--- config.mk ---
export PLATFORM = sky130hd
export DESIGN_NAME = ascii_hex_frame_parser_core
export DESIGN_NICKNAME = d
export VERILOG_FILES = /design/src/rtl/core/ahfp_pkg.sv /design/src/rtl/core/ahfp_parser.sv /design/src/rtl/core/ahfp_out_stage.sv /design/src/rtl/core/ascii_hex_frame_parser_core.sv
export SDC_FILE = /design/constraint.sdc
export NUM_CORES = 1
export LEC_CHECK = 0
export BUFFER_PORTS_ARGS = -buffer_cell sky130_fd_sc_hd__buf_2
export CAP_MARGIN = 20
export CORE_MARGIN = 1.5
export CORE_UTILIZATION = 57
export CTS_CLUSTER_DIAMETER = 200
export DETAILED_ROUTE_END_ITERATION = 7
export GPL_ROUTABILITY_DRIVEN = 0
export MAX_ROUTING_LAYER = met4
export PLACE_DENSITY = 0.79
export SLEW_MARGIN = 20
export SYNTH_ARGS = -nofsm -noshare
export SYNTH_HDL_FRONTEND = slang
export SYNTH_SLANG_ARGS = --single-unit
--- constraint.sdc ---
create_clock -name clk -period 7.3 [get_ports clk]
set_input_delay 1.46 -clock clk [delete_from_list [all_inputs] [get_ports clk]]
set_output_delay 1.46 -clock clk [all_outputs]
set_load 0.02 [all_outputs]
--- src/rtl/core/ahfp_pkg.sv ---
// ----------------------------------------------------------------------------
// ahfp_pkg
// Shared types, constants and the hex digit decoder for the ASCII-hex frame
// parser core.
// ----------------------------------------------------------------------------
package ahfp_pkg;

	localparam int unsigned CharW  = 8;
	localparam int unsigned IndexW = 12;
	localparam int unsigned WordW  = 16;

	localparam logic [IndexW-1:0] InfoCountMask = 12'hFFF;

	localparam logic [CharW-1:0] DigitLo  = 8'h30;
	localparam logic [CharW-1:0] DigitHi  = 8'h39;
	localparam logic [CharW-1:0] UpperLo  = 8'h41;
	localparam logic [CharW-1:0] UpperHi  = 8'h46;
	localparam logic [CharW-1:0] LowerLo  = 8'h61;
	localparam logic [CharW-1:0] LowerHi  = 8'h66;
	localparam logic [CharW-1:0] UpperOff = 8'h37;
	localparam logic [CharW-1:0] LowerOff = 8'h57;

	localparam logic RESULT_INFO  = 1'b0;
	localparam logic RESULT_FRAME = 1'b1;

	// Parser phases, one-hot.
	typedef enum logic [8:0] {
		PH_IDLE = 9'b0_0000_0001,
		PH_VER  = 9'b0_0000_0010,
		PH_ADR  = 9'b0_0000_0100,
		PH_CID1 = 9'b0_0000_1000,
		PH_CID2 = 9'b0_0001_0000,
		PH_LEN  = 9'b0_0010_0000,
		PH_INFO = 9'b0_0100_0000,
		PH_CHK  = 9'b0_1000_0000,
		PH_END  = 9'b1_0000_0000
	} phase_t;

	typedef struct packed {
		logic              result_kind;
		logic [CharW-1:0]  start_byte;
		logic [CharW-1:0]  version;
		logic [CharW-1:0]  station_addr;
		logic [CharW-1:0]  cid_one;
		logic [CharW-1:0]  cid_two;
		logic [WordW-1:0]  length_word;
		logic [IndexW-1:0] info_index;
		logic [CharW-1:0]  info_byte;
		logic [WordW-1:0]  check_word;
		logic [CharW-1:0]  end_byte;
	} result_t;

	// Parser status seen by the top level.
	typedef struct packed {
		phase_t     phase;
		logic [1:0] char_count;
	} parse_stat_t;

	// Characters that are not hex digits decode as zero.
	function automatic logic [3:0] hex_nibble(input logic [CharW-1:0] c);
		logic [CharW-1:0] diff;
		diff = '0;
		if (c >= DigitLo && c <= DigitHi) begin
			diff = c - DigitLo;
		end else if (c >= UpperLo && c <= UpperHi) begin
			diff = c - UpperOff;
		end else if (c >= LowerLo && c <= LowerHi) begin
			diff = c - LowerOff;
		end
		return diff[3:0];
	endfunction

endpackage

--- src/rtl/core/ahfp_parser.sv ---
// ----------------------------------------------------------------------------
// ahfp_parser
// Frame parsing state: phase, nibble collection, header registers and the
// INFO counter. Produces at most one result per consumed character.
// ----------------------------------------------------------------------------
module ahfp_parser (
	input  logic                        clk,
	input  logic                        arst_n,
	input  logic                        step,
	input  logic [ahfp_pkg::CharW-1:0]  char_in,
	input  logic                        frame_first,
	output logic                        res_valid,
	output ahfp_pkg::result_t           res,
	output ahfp_pkg::parse_stat_t       stat
);
	import ahfp_pkg::*;

	phase_t             phase_q, phase_d;
	logic [1:0]         count_q, count_d;
	logic [11:0]        shift_q, shift_d;
	logic [CharW-1:0]   start_q, start_d;
	logic [CharW-1:0]   ver_q, ver_d;
	logic [CharW-1:0]   adr_q, adr_d;
	logic [CharW-1:0]   cid1_q, cid1_d;
	logic [CharW-1:0]   cid2_q, cid2_d;
	logic [WordW-1:0]   len_q, len_d;
	logic [IndexW-1:0]  idx_q, idx_d;
	logic [WordW-1:0]   chk_q, chk_d;
	logic [3:0]         nib;
	logic [CharW-1:0]   pair;
	logic [WordW-1:0]   word;
	logic [IndexW-1:0]  idx_inc;

	assign nib     = hex_nibble(char_in);
	assign pair    = {shift_q[3:0], nib};
	assign word    = {shift_q, nib};
	assign idx_inc = idx_q + 1'b1;

	always_comb begin
		phase_d   = phase_q;
		count_d   = count_q;
		shift_d   = shift_q;
		start_d   = start_q;
		ver_d     = ver_q;
		adr_d     = adr_q;
		cid1_d    = cid1_q;
		cid2_d    = cid2_q;
		len_d     = len_q;
		idx_d     = idx_q;
		chk_d     = chk_q;
		res_valid = 1'b0;

		res              = '0;
		res.start_byte   = start_q;
		res.version      = ver_q;
		res.station_addr = adr_q;
		res.cid_one      = cid1_q;
		res.cid_two      = cid2_q;
		res.length_word  = len_q;

		if (frame_first) begin
			start_d = char_in;
			count_d = '0;
			shift_d = '0;
			idx_d   = '0;
			phase_d = PH_VER;
		end else begin
			unique case (phase_q)
				PH_VER, PH_ADR, PH_CID1, PH_CID2, PH_INFO: begin
					if (count_q == 2'd0) begin
						shift_d = {8'h00, nib};
						count_d = 2'd1;
					end else begin
						count_d = '0;
						shift_d = '0;
						unique case (phase_q)
							PH_VER: begin
								ver_d   = pair;
								phase_d = PH_ADR;
							end
							PH_ADR: begin
								adr_d   = pair;
								phase_d = PH_CID1;
							end
							PH_CID1: begin
								cid1_d  = pair;
								phase_d = PH_CID2;
							end
							PH_CID2: begin
								cid2_d  = pair;
								phase_d = PH_LEN;
							end
							default: begin
								res_valid      = 1'b1;
								res.result_kind = RESULT_INFO;
								res.info_index = idx_q;
								res.info_byte  = pair;
								idx_d          = idx_inc;
								if (idx_inc == (len_q[IndexW-1:0] & InfoCountMask)) begin
									phase_d = PH_CHK;
								end
							end
						endcase
					end
				end
				PH_LEN, PH_CHK: begin
					if (count_q != 2'd3) begin
						shift_d = {shift_q[7:0], nib};
						count_d = count_q + 2'd1;
					end else begin
						count_d = '0;
						shift_d = '0;
						if (phase_q == PH_LEN) begin
							len_d   = word;
							idx_d   = '0;
							phase_d = ((word[IndexW-1:0] & InfoCountMask) != '0) ?
								PH_INFO : PH_CHK;
						end else begin
							chk_d   = word;
							phase_d = PH_END;
						end
					end
				end
				PH_END: begin
					res_valid       = 1'b1;
					res.result_kind = RESULT_FRAME;
					res.check_word  = chk_q;
					res.end_byte    = char_in;
					phase_d         = PH_IDLE;
				end
				default: begin
					phase_d = PH_IDLE;
				end
			endcase
		end
		if (!step) begin
			res_valid = 1'b0;
		end
	end

	always_ff @(posedge clk or negedge arst_n) begin
		if (!arst_n) begin
			phase_q <= PH_IDLE;
			count_q <= '0;
			shift_q <= '0;
			start_q <= '0;
			ver_q   <= '0;
			adr_q   <= '0;
			cid1_q  <= '0;
			cid2_q  <= '0;
			len_q   <= '0;
			idx_q   <= '0;
			chk_q   <= '0;
		end else if (step) begin
			phase_q <= phase_d;
			count_q <= count_d;
			shift_q <= shift_d;
			start_q <= start_d;
			ver_q   <= ver_d;
			adr_q   <= adr_d;
			cid1_q  <= cid1_d;
			cid2_q  <= cid2_d;
			len_q   <= len_d;
			idx_q   <= idx_d;
			chk_q   <= chk_d;
		end
	end

	assign stat.phase      = phase_q;
	assign stat.char_count = count_q;

endmodule

--- src/rtl/core/ahfp_out_stage.sv ---
// ----------------------------------------------------------------------------
// ahfp_out_stage
// Result register of the parser; holds one result until the sink takes it.
// ----------------------------------------------------------------------------
module ahfp_out_stage (
	input  logic              clk,
	input  logic              arst_n,
	input  logic              load,
	input  ahfp_pkg::result_t load_data,
	output logic              can_load,
	output logic              tvalid,
	input  logic              tready,
	output ahfp_pkg::result_t data
);
	import ahfp_pkg::*;

	logic    valid_q;
	result_t data_q;

	// The register frees up in the same cycle its content is taken.
	assign can_load = !valid_q || tready;

	always_ff @(posedge clk or negedge arst_n) begin
		if (!arst_n) begin
			valid_q <= 1'b0;
		end else if (can_load) begin
			valid_q <= load;
		end
	end

	always_ff @(posedge clk) begin
		if (load && can_load) begin
			data_q <= load_data;
		end
	end

	assign tvalid = valid_q;
	assign data   = data_q;

endmodule

--- src/rtl/core/ascii_hex_frame_parser_core.sv ---
// ----------------------------------------------------------------------------
// ascii_hex_frame_parser_core
// Deframer for ASCII-hex serial frames: start byte, hex header, INFO bytes,
// hex checksum and end byte. Emits one result per INFO byte and one per frame.
// ----------------------------------------------------------------------------
//
// Channel   Dir  tdata                           tuser
// s_*       in   char_in[7:0]                    frame_first
// m_*       out  header, INFO and check fields   result_kind
//
// Each received character moves through two registers: the input register
// (_s1) and the result register. One character can be taken every cycle
// while the sink keeps up. A result shows up on m_* from the result register,
// after the character that causes it has passed the input register.
// The parser state advances only when the result register can take what
// the character produces, so a stalled sink holds the input register and
// deasserts s_tready. Reset clears the parser to idle and empties both
// registers; characters before the first start flag produce no result.
//
module ascii_hex_frame_parser_core (
	input  logic         clk,
	input  logic         arst_n,
	input  logic         s_tvalid,
	output logic         s_tready,
	input  logic [7:0]   s_tdata,   // [7:0] char_in
	input  logic         s_tuser,   // [0] frame_first
	output logic         m_tvalid,
	input  logic         m_tready,
	// [7:0] start_byte, [15:8] version, [23:16] station_addr, [31:24] cid_one,
	// [39:32] cid_two, [55:40] length_word, [67:56] info_index,
	// [75:68] info_byte, [91:76] check_word, [99:92] end_byte, [103:100] zero
	output logic [103:0] m_tdata,
	output logic         m_tuser    // [0] result_kind
);
	import ahfp_pkg::*;

	logic              valid_s1;
	logic [CharW-1:0]  char_s1;
	logic              first_s1;
	logic              advance;
	logic              can_load;
	logic              res_valid;
	result_t           res;
	result_t           out_data;
	parse_stat_t       stat;

	// The character in the input register is consumed once the result
	// register has room for whatever it produces.
	assign advance  = valid_s1 && can_load;
	assign s_tready = !valid_s1 || can_load;

	always_ff @(posedge clk or negedge arst_n) begin
		if (!arst_n) begin
			valid_s1 <= 1'b0;
		end else if (s_tready) begin
			valid_s1 <= s_tvalid;
		end
	end

	always_ff @(posedge clk) begin
		if (s_tvalid && s_tready) begin
			char_s1  <= s_tdata;
			first_s1 <= s_tuser;
		end
	end

	ahfp_parser u_parser (
		.clk         (clk),
		.arst_n      (arst_n),
		.step        (advance),
		.char_in     (char_s1),
		.frame_first (first_s1),
		.res_valid   (res_valid),
		.res         (res),
		.stat        (stat)
	);

	ahfp_out_stage u_out (
		.clk       (clk),
		.arst_n    (arst_n),
		.load      (res_valid),
		.load_data (res),
		.can_load  (can_load),
		.tvalid    (m_tvalid),
		.tready    (m_tready),
		.data      (out_data)
	);

	assign m_tuser = out_data.result_kind;
	assign m_tdata = {4'b0000, out_data.end_byte, out_data.check_word,
		out_data.info_byte, out_data.info_index, out_data.length_word,
		out_data.cid_two, out_data.cid_one, out_data.station_addr,
		out_data.version, out_data.start_byte};

	// An accepted character always lands in the input register.
	assert property (@(posedge clk) disable iff (!arst_n)
		s_tvalid && s_tready |=> valid_s1)
		else $error("accepted character missing from input register");

	// Results come only from INFO pairs or the end byte.
	assert property (@(posedge clk) disable iff (!arst_n)
		res_valid |-> (stat.phase == PH_INFO || stat.phase == PH_END))
		else $error("result produced outside INFO or end phase");

	// A closing result returns the parser to idle.
	assert property (@(posedge clk) disable iff (!arst_n)
		res_valid && res.result_kind == RESULT_FRAME |=> stat.phase == PH_IDLE)
		else $error("parser not idle after frame end");

	// A produced result is held in the result register on the next cycle.
	assert property (@(posedge clk) disable iff (!arst_n)
		res_valid |=> m_tvalid)
		else $error("result lost before output register");

endmodule
==> flow_summary.toml <==
[outcome]
status = "finished clean"

[synthesis]
synthDominantCellAreaShare_pct = 36.6
synth_area_per_cell_um2 = 13.7
synth_warnings = 0
ys_seq_area_share_pct = 66.9
yosys_register_bits = 219
synth.distinct_cells = 67
syn_area_um2 = 9020
synth_ff_type = "edfxtp_1"
syn_inst = 659
synth.most_common_cell = "edfxtp_1"
async_flop_share_pct = 49.8
synth_area_leader_cell = "edfxtp_1"
ys_top_cells_by_area = "edfxtp_1 37%, dfrtp_1 30%, mux2_2 7.6%, and2_1 3.1%, nand2_1 2.2%"
synthTopCellsByCount = "110 x edfxtp_1, 108 x dfrtp_1, 61 x mux2_2"
synth_edf_count = 110

[cts]
htreeDepth = 1
cts_resized = 0
clk_path_buf_depth = 3
clkSlewWorstSetupHoldPaths_ns = 0.06
hold_buffers = 0
tritoncts = "built"
clock_latency_ns = 0.49
cts.sinks = 219
cts_setup_buffers = 0
cts-root-buf = "clkbuf_16"
cts-buffers-inserted = 22

[sta]
fmax_ghz = 0.296
rsz0062_at_grt = "no"
worst_pin_slew_ns = 1.02
setup_viol = 0
setup_tns_ns = 0
max-slew-margin-rel_pct = 31.6
holdWs_ns = 0.438
hold_viol_final = 0
min_period_over_period_pct = 46.3
skew_ns = 0.00843
fin_ws_ns = 3.92
slew_violations = 0
fin_crit_ns = 3.38

[grt]
grt_antenna_before_repair = 0
overflow = 0
grt_use_total_pct = 23.3
grt_pass1_wl_um = 29200
grt_max_degree = 68
first_global_vias = 5583

[placed_design]
dp_slack_ns = 3.46
io_buffer_count = 115
hpwl_um = 12500
dp_cells = 956

[die]
num_rows = 45
die_w_um = 129
core_um2 = 15300
io_pins = 120
die_area_um2 = 16600
die_h_um = 129
initial_core_util_pct = 58.9

[drt]
drt-vias-per-instance = 5.74
drt_iter0_drc = 417
vias = 5721
ant_nets = 0
drtPass1Iterations = 5
drc = 0
wire_per_inst_um = 18.4
wirelength_um = 18400

[finish]
drive_above_1_share_pct = 29.3
fin_cells = 996
nets = 788
fin_util_pct = 68.1
antenna_cells = 0
area_delta_synth_final_pct = 15.8

[worst_hold_path]
holdPathStages = 0
holdCritPathClass = "register to register"

[worst_setup_path]
end_kind = "output pin"
criticalPathCategory = "input port to output pin"
cp_data_required_time_ns = 5.84
reg2reg_depth = 6
arrival_ns = 1.92
start_kind = "input port"
critPathMaxFanout = 3

[pwr]
p_per_area_nw_per_um2 = 261
power.leakage_uw = 0.00435
peakVddDrop_mv = 0.176

[job]
cap_violations = 0
-- report_power, final --
group          internal, uW  switching, uW  total [uW]
clock network           628            452        1080
registers              1330           48.0        1380
logic                  94.3            170         265
total                  2050            671        2720
-- critical path, cell delays in order --
cell	delay, ns
buf_2	0.10
nand3b_1	0.18
buf_2	0.18
-- through the flow --
stage	cell area, um2	total power (uW)
5_1_grt	10400	2820
3_5_place_dp	9720	1660
6_report	10400	2720
4_1_cts	10400	2730
2_1_floorplan	9030	1590
3_3_place_gp	9720	1650
-- layout make-up --
| type | count | area [um2] |
|---|---|---|
| clock inverter | 11 | 71.3 |
| tap | 211 | 264 |
| sequential | 219 | 6030 |
| inverter | 10 | 40.0 |
| multi-input combinational | 397 | 2770 |
| clock buffer | 29 | 648 |
| timing repair buffer | 119 | 608 |
| fill | 1101 | 4880 |
-- layout by cell type, fill, tap and decap left out, drive strengths merged, types with 4 or more instances in the layout --
cell type  netlist  final
clkbuf          19     29
nor4b            6      6
inv             10     10
xor2             6      6
nor3            11     11
buf             17    119
o21bai           4      4
nand3           20     20
and3             7      7
o41ai            5      5
and2            44     44
nor2            25     25
o21ai           31     31
clkinvlp         0      4
clkinv           0      7
a22o             6      6
or4              5      5
ha               6      6
nand3b           5      5
edfxtp         110    110
a21oi           18     18
mux2            63     63
o31ai            7      7
nand2b           5      5
conb             1      4
dfrtp          108    108
nor2b            7      7
xnor2           10     10
nand2           53     53
nor4             6      6
o211ai           6      6
-- kinds of logic after synthesis --
family                   count (synthesis)  synth area share (%)
AO/OA/AOI/OAI                           97                  7.33
XOR/XNOR                                16                  1.55
adder cells (fa/ha/maj)                  6                 0.833
buffers and inverters                   46                  2.47
flip-flops                             219                  66.9
multiplexers                            64                  7.98
other                                    1                0.0416
AND/OR/NAND/NOR                        210                  12.9
-- worst paths after layout --
| path | startpoint | endpoint | slack (ns) |
|---|---|---|---|
| setup reg to reg | u_parser.phase_q[1] | u_out.data[48] | 3.95 |
| hold reg to reg | u_parser.start_q[2] | u_out.data[94] | 0.44 |
| setup / recovery | m_tready | s_tready | 3.92 |
| hold / removal | u_parser.start_q[2] | u_out.data[94] | 0.44 |
| max in group asynchronous | arst_n | u_parser.adr_q[5] | 5.09 |
| min in group asynchronous | arst_n | u_parser.start_q[7] | 0.96 |
-- sequential cells by signal (all words and copies together) (netlist names), 8 cells and up --
register          count
u_out.data          101
u_parser.chk_q       16
u_parser.len_q       16
u_parser.idx_q       12
u_parser.shift_q     12
u_parser.phase_q      9
char_s1               8
u_parser.adr_q        8
u_parser.cid1_q       8
u_parser.cid2_q       8
u_parser.start_q      8
u_parser.ver_q        8
-- layer usage --
| metal | share of wire (%) | global-route usage (%) | wire [um] | up-vias |
|---|---|---|---|---|
| met3 | 5.3 | 3.04 | 979 | 34 |
| met5 | 0 | - | 0 | - |
| met4 | 2.3 | 6.87 | 414 | 0 |
| met2 | 49 | 37.6 | 9010 | 234 |
| li1 | - | - | - | 2627 |
| met1 | 43 | 31.5 | 7960 | 2826 |
No activity file was read; power rests on OpenSTA's default activity.
